[config.mk]
export PLATFORM = sky130hd
export DESIGN_NAME = lcs_ram
export DESIGN_NICKNAME = d
export VERILOG_FILES = /design/src/lcs_ram.sv
export SDC_FILE = /design/constraint.sdc
export NUM_CORES = 1
export LEC_CHECK = 0
export ABC_CLOCK_PERIOD_IN_PS = 4400
export BUFFER_PORTS_ARGS = -buffer_cell sky130_fd_sc_hd__buf_2
export CAP_MARGIN = 25
export CORE_ASPECT_RATIO = 1.75
export CORE_MARGIN = 1.5
export CORE_UTILIZATION = 45
export CTS_CLUSTER_DIAMETER = 200
export DETAILED_ROUTE_END_ITERATION = 8
export HOLD_SLACK_MARGIN = 0.08
export PLACE_DENSITY = 0.71
export SLEW_MARGIN = 20
export SYNTH_ARGS = -nofsm -noshare
export SYNTH_HDL_FRONTEND = slang
export SYNTH_SLANG_ARGS = --single-unit
[constraint.sdc]
create_clock -name clock -period 4.4 [get_ports clock]
set_clock_uncertainty 0.15 [all_clocks]
set_input_delay 0.44 -clock clock [delete_from_list [all_inputs] [get_ports clock]]
set_output_delay 0.44 -clock clock [all_outputs]
set_load 0.02 [all_outputs]
[src/lcs_ram.sv]
`default_nettype none

// Simple dual-port memory: one write port, one read port with registered data.
module lcs_ram #(
   parameter int WIDTH = 8,
   parameter int DEPTH = 64,
   localparam int AW = (DEPTH > 1) ? $clog2(DEPTH) : 1
) (
   input  wire logic             clock,
   input  wire logic             wr_en,
   input  wire logic [AW-1:0]    wr_addr,
   input  wire logic [WIDTH-1:0] wr_data,
   input  wire logic             rd_en,
   input  wire logic [AW-1:0]    rd_addr,
   output logic      [WIDTH-1:0] rd_data
);

   logic [WIDTH-1:0] mem [DEPTH];
   logic [WIDTH-1:0] rd_data_ff;

   // Write port and registered read port; the read data holds while idle.
   always_ff @(posedge clock) begin
      if (wr_en) begin
         mem[wr_addr] <= wr_data;
      end
      if (rd_en) begin
         rd_data_ff <= mem[rd_addr];
      end
   end

   assign rd_data = rd_data_ff;

endmodule

`default_nettype wire

==> qor.txt <==
register area: 15620 µm²
largest net degree at the start of global routing: 65
P_leak: 6.932 nW
Placer Congestion: 0.8517
Critical Path RT: 4.55 ns
# port buffers: 30
maxcap violations: 0
worst skew pair latency: 0.56 ns
slowest stage delay, CP: 0.54 ns
Tot Pwr: 0.009964 W
Die Footprint: 46320 µm²
synthesized flop and latch total: 520
most frequent cells in the layout: 520 x edfxtp_1, 126 x mux4_2, 83 x nor2_1, 43 x clkbuf_16, 29 x buf_4
sequential area share after synthesis: 77.12%
Setup CP Type: input pin to flop
Residual DRC: 0
vias: 9560
Yosys cell types: 39
WP data arrival: 2.88 ns
fin nets: 1013
main flop type after synthesis: edfxtp_1
total CTS buffers: 41
layout cell share with drive strength beyond 1: 25.24%
Chip Height: 283.6 µm
Final HPWL DP: 27670 µm
maximum vdd ir drop: 243.0 µV
Multi-input gate area: 4315 µm²
area grow syn2layout: 11.12%
Crit path max-delay family: multiplexers
first-pass GRT wire length: 64580 µm
worst path cell trace: clkbuf_8, buf_4, mux4_2, mux2_2, o221a_2, nor3_1, o32ai_1
Fillers: 3327
htree depth: 2
DRT Wirelength: 43760 µm
worst-path maximum fanout: 43
Core Region: 44290 µm²
Post-synth EDFFs: 520
CTS tree: built
WHS: 0.1048 ns
crit path buf inv count: 2
endpoint type of the worst setup path: flop
I/O pins: 31
Synth async-reset ratio: 0%
Clock Path Buffers: 3
Die Wd: 163.3 µm
Via density: 5.990
worst slew pin tran: 1.059 ns
Starting Density: 45.72%
crit path launch type: input pin
cell row count: 102
min cycle time layout: 2.730 ns
fmax: 366.4 MHz
Post CTS Setup Buffer Count: 0
RSZ-0062 raised after global routing: no
final hold vios: 0
GRT Resource Usage Total: 19.30%
Initial DRT Pass Iterations: 5
syn avg cell area: 21.54 µm²
Final Max Slew Viols: 0
final core utilization: 50.81%
post_cts resized: 0
status: finished clean
pre-CTS setup slack: 1.033 ns
total congestion overflow: 0
Root Buffer: clkbuf_16
syn nets: 963
Worst path slowest cell: mux4_2
Final setup viols: 0
PD cells: 442.9 nW/µm²
# hold bufs at CTS: 2
total negative slack: 0 ns
Worst slew margin: 29.13%
Worst-path clk slew: 0.07 ns
commonest non-fill, non-tap cell in the layout: edfxtp_1
Synth Instances: 940
Routed WL per cell: 27.42 µm
Iter 0 DRT Violations: 948
Clock Sinks: 520
Synth warnings: 0
Cell Area, Synth: 20250 µm²
Worst Hold Class: input pin to flop
antenna violations before repair: 2
vias in the first global route: 9839
final worst path period share: 62.03%
setup ws final: 1.671 ns
DRT antenna net count: 0
## Yosys cell counts (4+ instances only)
| master | count | area [µm²] |
|---|---|---|
| a211oi_1 | 4 | 30.03 |
| a221oi_1 | 6 | 52.55 |
| buf_1 | 4 | 15.01 |
| buf_2 | 11 | 55.05 |
| buf_4 | 13 | 97.59 |
| buf_6 | 4 | 45.04 |
| clkbuf_1 | 17 | 63.81 |
| edfxtp_1 | 520 | 15610 |
| mux2_2 | 13 | 146.4 |
| mux2i_1 | 23 | 230.2 |
| mux4_2 | 126 | 2838 |
| nand2_1 | 19 | 71.32 |
| nand2b_1 | 7 | 43.79 |
| nand3_1 | 13 | 65.06 |
| nor2_1 | 83 | 311.6 |
| nor2b_1 | 14 | 87.58 |
| nor3_1 | 7 | 35.03 |
| o221ai_1 | 8 | 70.07 |
| o22ai_1 | 8 | 50.05 |
## metal layers
metal  GRT usage (%)  part of all wire (%)  vias to the layer above
met2           33.56                    54                      417
met4           8.280                   3.9                        4
met3           2.412                   6.0                       90
li1                -                     -                     4028
met5               0                 0.046                        -
met1           24.15                    36                     5021
## flip-flops by register name (all words and copies together) (netlist names)
signal,flops
rd_data,8
mem,512
## through the flow
step	cells	cell area, µm²
floorplan	940	20250
global placement	1516	21010
detailed placement	1517	21030
CTS	1594	22490
global route	1594	22490
finish	1596	22500
## cell families (layout without fill, tap and decap cells)
group,after synthesis,after routing,share of synthesized area (%)
DFF,520,520,77.12
AOI/OAI and AO/OA,54,54,2.064
and+or+nand+nor,153,153,3.374
other,0,2,0
muxes,162,162,15.88
buffers and inverters,51,133,1.563
## power by group
part	leakage [nW]	internal, W	total [W]	switching, W
clock	0.699	0.00227	0.00396	0.00169
combinational	1.55	0.000191	0.000503	0.000313
sequential	4.69	0.00549	0.00550	0.0000126
total	6.93	0.00794	0.00996	0.00202
## area by class of cell
cell class                      count  share of cell area, %
Antenna cell                        2                0.02224
Clock buffer                       49                  4.883
Clock inverter                     26                  1.502
Multi-Input combinational cell    369                  19.18
Sequential cell                   520                  69.40
Tap cell                          572                  3.181
Timing Repair Buffer               58                  1.830
## worst paths after layout
kind                   startpoint                    to  slack [ns]  cells after the start
min                    wr_data[2]  mem[14][2]$_DFFE_PP_        0.10                      1
max                    rd_addr[0]  rd_data[6]$_DFFE_PP_        1.67                      7
min reg2reg  mem[31][6]$_DFFE_PP_  rd_data[6]$_DFFE_PP_        0.78                      3
max reg2reg  mem[28][4]$_DFFE_PP_  rd_data[4]$_DFFE_PP_        1.88                      5
(Power assumes the default switching activity.)
