===== src/lcs_pkg.sv =====
`default_nettype none

package lcs_pkg;

   // Capacity of each string and the derived widths.
   localparam int MAX_LEN   = 64;
   localparam int CNT_W     = $clog2(MAX_LEN + 1);
   localparam int IDX_W     = (MAX_LEN > 1) ? $clog2(MAX_LEN) : 1;
   localparam int TBL_DEPTH = MAX_LEN * MAX_LEN;
   localparam int TBL_AW    = (TBL_DEPTH > 1) ? $clog2(TBL_DEPTH) : 1;

   // Fixed field widths of the channels.
   localparam int OP_W  = 2;
   localparam int SYM_W = 8;
   localparam int LEN_W = 7;

   // Operation codes.
   localparam logic [OP_W-1:0] OP_APPEND_FIRST  = 2'd0;
   localparam logic [OP_W-1:0] OP_APPEND_SECOND = 2'd1;
   localparam logic [OP_W-1:0] OP_COMPUTE       = 2'd2;

   // Result of the shared cell unit.
   typedef struct packed {
      logic             match;
      logic             up_wins;
      logic [CNT_W-1:0] value;
   } cell_out_type;

   // Score table address of cell (r, c), both counted from one; the
   // border row and column are not stored.
   function automatic logic [TBL_AW-1:0] tbl_addr(input logic [CNT_W-1:0] r,
                                                  input logic [CNT_W-1:0] c);
      logic [TBL_AW-1:0] rr;
      logic [TBL_AW-1:0] cc;
      rr = TBL_AW'(r) - TBL_AW'(1);
      cc = TBL_AW'(c) - TBL_AW'(1);
      return rr * TBL_AW'(MAX_LEN) + cc;
   endfunction

endpackage

`default_nettype wire


===== src/lcs_cell_unit.sv =====
`default_nettype none

// Shared compare unit: scores one table cell while filling, and decides the
// direction of one step while tracing back.
module lcs_cell_unit
   import lcs_pkg::*;
(
   input  wire logic [SYM_W-1:0] a_sym,
   input  wire logic [SYM_W-1:0] b_sym,
   input  wire logic [CNT_W-1:0] diag,
   input  wire logic [CNT_W-1:0] up,
   input  wire logic [CNT_W-1:0] left,
   output cell_out_type          result
);

   always_comb begin
      result.match   = (a_sym == b_sym);
      result.up_wins = (up > left);
      if (result.match) begin
         result.value = CNT_W'(diag + 1'b1);
      end else if (result.up_wins) begin
         result.value = up;
      end else begin
         result.value = left;
      end
   end

endmodule

`default_nettype wire


===== config.mk =====
export PLATFORM = sky130hd
export DESIGN_NAME = lcs_cell_unit
export DESIGN_NICKNAME = d
export VERILOG_FILES = /design/src/lcs_pkg.sv /design/src/lcs_cell_unit.sv
export SDC_FILE = /design/constraint.sdc
export NUM_CORES = 1
export LEC_CHECK = 0
export BUFFER_PORTS_ARGS = -buffer_cell sky130_fd_sc_hd__buf_2
export CAP_MARGIN = 25
export CORE_MARGIN = 2
export CORE_UTILIZATION = 30
export DETAILED_ROUTE_END_ITERATION = 8
export PLACE_DENSITY = 0.71
export SLEW_MARGIN = 30
export SYNTH_ARGS = -nofsm -noshare
export SYNTH_HDL_FRONTEND = slang
export SYNTH_SLANG_ARGS = --single-unit

===== constraint.sdc =====
create_clock -name vclk -period 1.3
set_input_delay 0.065 -clock vclk [all_inputs]
set_output_delay 0.065 -clock vclk [all_outputs]
set_load 0.01 [all_outputs]

==> metrics.md <==
| Metric | Value |
|---|---|
| Dpl cells | `144` |
| WS Path Type | `input pin to primary output` |
| Worst Path Arrival | `1.50 ns` |
| Total vias in the final route | `708` |
| FILL cells | `119` |
| Post-detailed-routing wire length | `1860 um` |
| Critical path's slowest cell | `mux2i_2` |
| Setup Buffers After CTS | `0` |
| Critical path launch point type | `input pin` |
| Layout sequential cell count | `0` |
| ANT nets after route | `0` |
| Unique cell type count in the Yosys netlist | `18` |
| Failing checks | `setup timing` |
| Ys Warns | `0` |
| Initial antenna violation count | `0` |
| Grt total ovfl | `0` |
| Required @ worst endpoint | `1.24 ns` |
| Wire per inst | `12.9 um` |
| CP top delay family | `simple AND/OR/NAND/NOR gates` |
| Post-synthesis mux area share | `0.158` |
| Status | `finished with violations` |
| Final hold vios | `0` |
| Tcrit/Tclk final | `1.20` |
| Die width | `45.1 um` |
| Fmax achieved | `641 MHz` |
| Synth Area in Simple Gates | `0.191` |
| Crit path time final | `1.56 ns` |
| Initial DRC Count | `5` |
| Vias per cell | `4.92` |
| IO Pins | `46` |
| CP Cell Sequence | `buf_8 -> inv_4 -> ha_4 -> nand4_1 -> or2_1 -> o21ai_4 -> mux2i_2 -> a21oi_2 -> buf_2` |
| Buffers & Inverters on Critical Path | `3` |
| Setup-failing EPs final | `7` |
| Post-synthesis sequential area ratio | `0` |
| # DRC | `0` |
| Util after Layout | `0.686` |
| Setup WS post-layout | `-0.260 ns` |
| Largest net degree at the start of global routing | `8` |
| PwrDens | `364 mW/mm^2` |
| PortBufs | `46` |
| Static Leak | `0.532 nW` |
| Area growth syn-to-layout | `109%` |
| Pre-Repair DR Iteration Count | `4` |
| Max transition margin | `0.784` |
| Worst vdd ir | `0.000186 V` |
| Max stage delay on crit path | `0.30 ns` |
| Critical path capture point type | `primary output` |
| Share of cells above drive strength 1 | `0.672` |
| First-pass GRT wire length | `2970 um` |
| Diode count | `0` |
| Mapped Area | `505 sq um` |
| Dpl cell area | `868 sq um` |
| CTS Hold Bufs | `0` |
| Vias in the first global route | `745` |
| Die Ht | `45.1 um` |
| Adder-cell share of the synthesized area | `0.198` |
| Hold Crit Class | `input pin to primary output` |
| CORE AREA | `0.00154 sq mm` |
| Slew @ Worst Pin | `0.322 ns` |
| Avg Cell Area, Syn | `7.22 sq um` |
| Syn Inst Count | `70` |
| Finished Cell Area | `0.00106 sq mm` |
| Slew Viols, Final | `0` |
| Syn Nets | `115` |
| Initial core utilization | `0.328` |
| Dpl hpwl | `1300 um` |
| Die area | `0.00203 sq mm` |
| Post-synthesis xor/xnor area fraction | `0.225` |
| Sequential Area | `0 sq um` |
| Non-Filler Instances | `144` |
| Compound-Gate Fraction of Synth Area | `0.139` |
| Max Cap Viol | `0` |
| Clock buf count | `0` |
| RSZ-0062 raised after global routing | `yes` |
| GR Util All Layers | `0.192` |
| Layout Nets | `175` |
| Row Count | `14` |
| DP Worst Slack | `-0.348 ns` |
| Crit-path max FO | `7` |
| Final Wtd Congestion | `0.837` |
| Largest family of logic cells by synthesized area | `XOR/XNOR gates` |
[power breakdown]
part | leakage [nW] | total [W] | internal (W) | switching [W]
combinational | 0.532 | 0.000385 | 0.000212 | 0.000173
sequential | 0 | 0 | 0 | 0
clock | 0 | 0 | 0 | 0
[metal layers]
layer / track usage / part of all wire
met5: 0 / 0
met4: 0.0471 / 0.018
met3: 0.0200 / 0.045
met2: 0.380 / 0.57
met1: 0.213 / 0.36
[kinds of logic (layout without fill, tap and decap cells)]
group / after synthesis / after routing
simple gates: 20 / 20
xor+xnor: 13 / 13
compound gates: 11 / 11
buf+inv: 10 / 68
fa+ha+maj: 8 / 8
mux: 8 / 8
[Yosys cell counts]
master | number | area [sq um]
nor4_1 | 2 | 12.5
nor2_1 | 6 | 22.5
xnor2_1 | 4 | 35.0
o21ai_1 | 1 | 5.00
nand4_1 | 1 | 6.26
or2_1 | 1 | 6.26
and3_1 | 1 | 6.26
xor2_1 | 9 | 78.8
nand3_1 | 4 | 20.0
o221ai_1 | 1 | 8.76
buf_6 | 1 | 11.3
o21ai_4 | 1 | 16.3
inv_1 | 9 | 33.8
nand2_1 | 4 | 15.0
ha_1 | 8 | 100
a21oi_1 | 8 | 40.0
mux2i_1 | 8 | 80.1
nand3b_1 | 1 | 7.51
[cell usage in the layout, fill, tap and decap left out, types with 5 or more instances in the layout]
cell and instances:
a21oi_2 8, buf_2 34, buf_4 14, buf_6 9, ha_4 7, inv_2 5
mux2i_1 6, nor2_1 5, xor2_1 9
[worst paths after layout]
| check | start | to | slack [ns] | cells after the start |
|---|---|---|---|---|
| hold / removal | diag[0] | result[0] | 0.49 | 3 |
| setup / recovery | left[4] | result[1] | -0.26 | 9 |
[per-stage QoR]
step	hold WS [ns]	setup TNS, ns	total power [W]
global route	0.519	-2.09	0.000417
finish	0.489	-1.43	0.000385
CTS	0.494	-1.37	0.000365
global placement	0.493	-1.85	0.000300
detailed placement	0.490	-2.06	0.000306
floorplan	0.284	0	0.000164
[layout make-up]
| type | count | area (sq um) | share of cell area |
|---|---|---|---|
| inverters | 9 | 38.8 | 0.0367 |
| well taps | 16 | 20.0 | 0.0189 |
| multi-input cells | 60 | 592 | 0.560 |
| repair buffers | 59 | 407 | 0.385 |
[timing repair]
item                       in CTS  in global routing
resized for setup              32                  5
pin swaps                      14                  4
setup endpoints to repair       8                  8
Note: power is estimated with default switching activity, not from simulation.
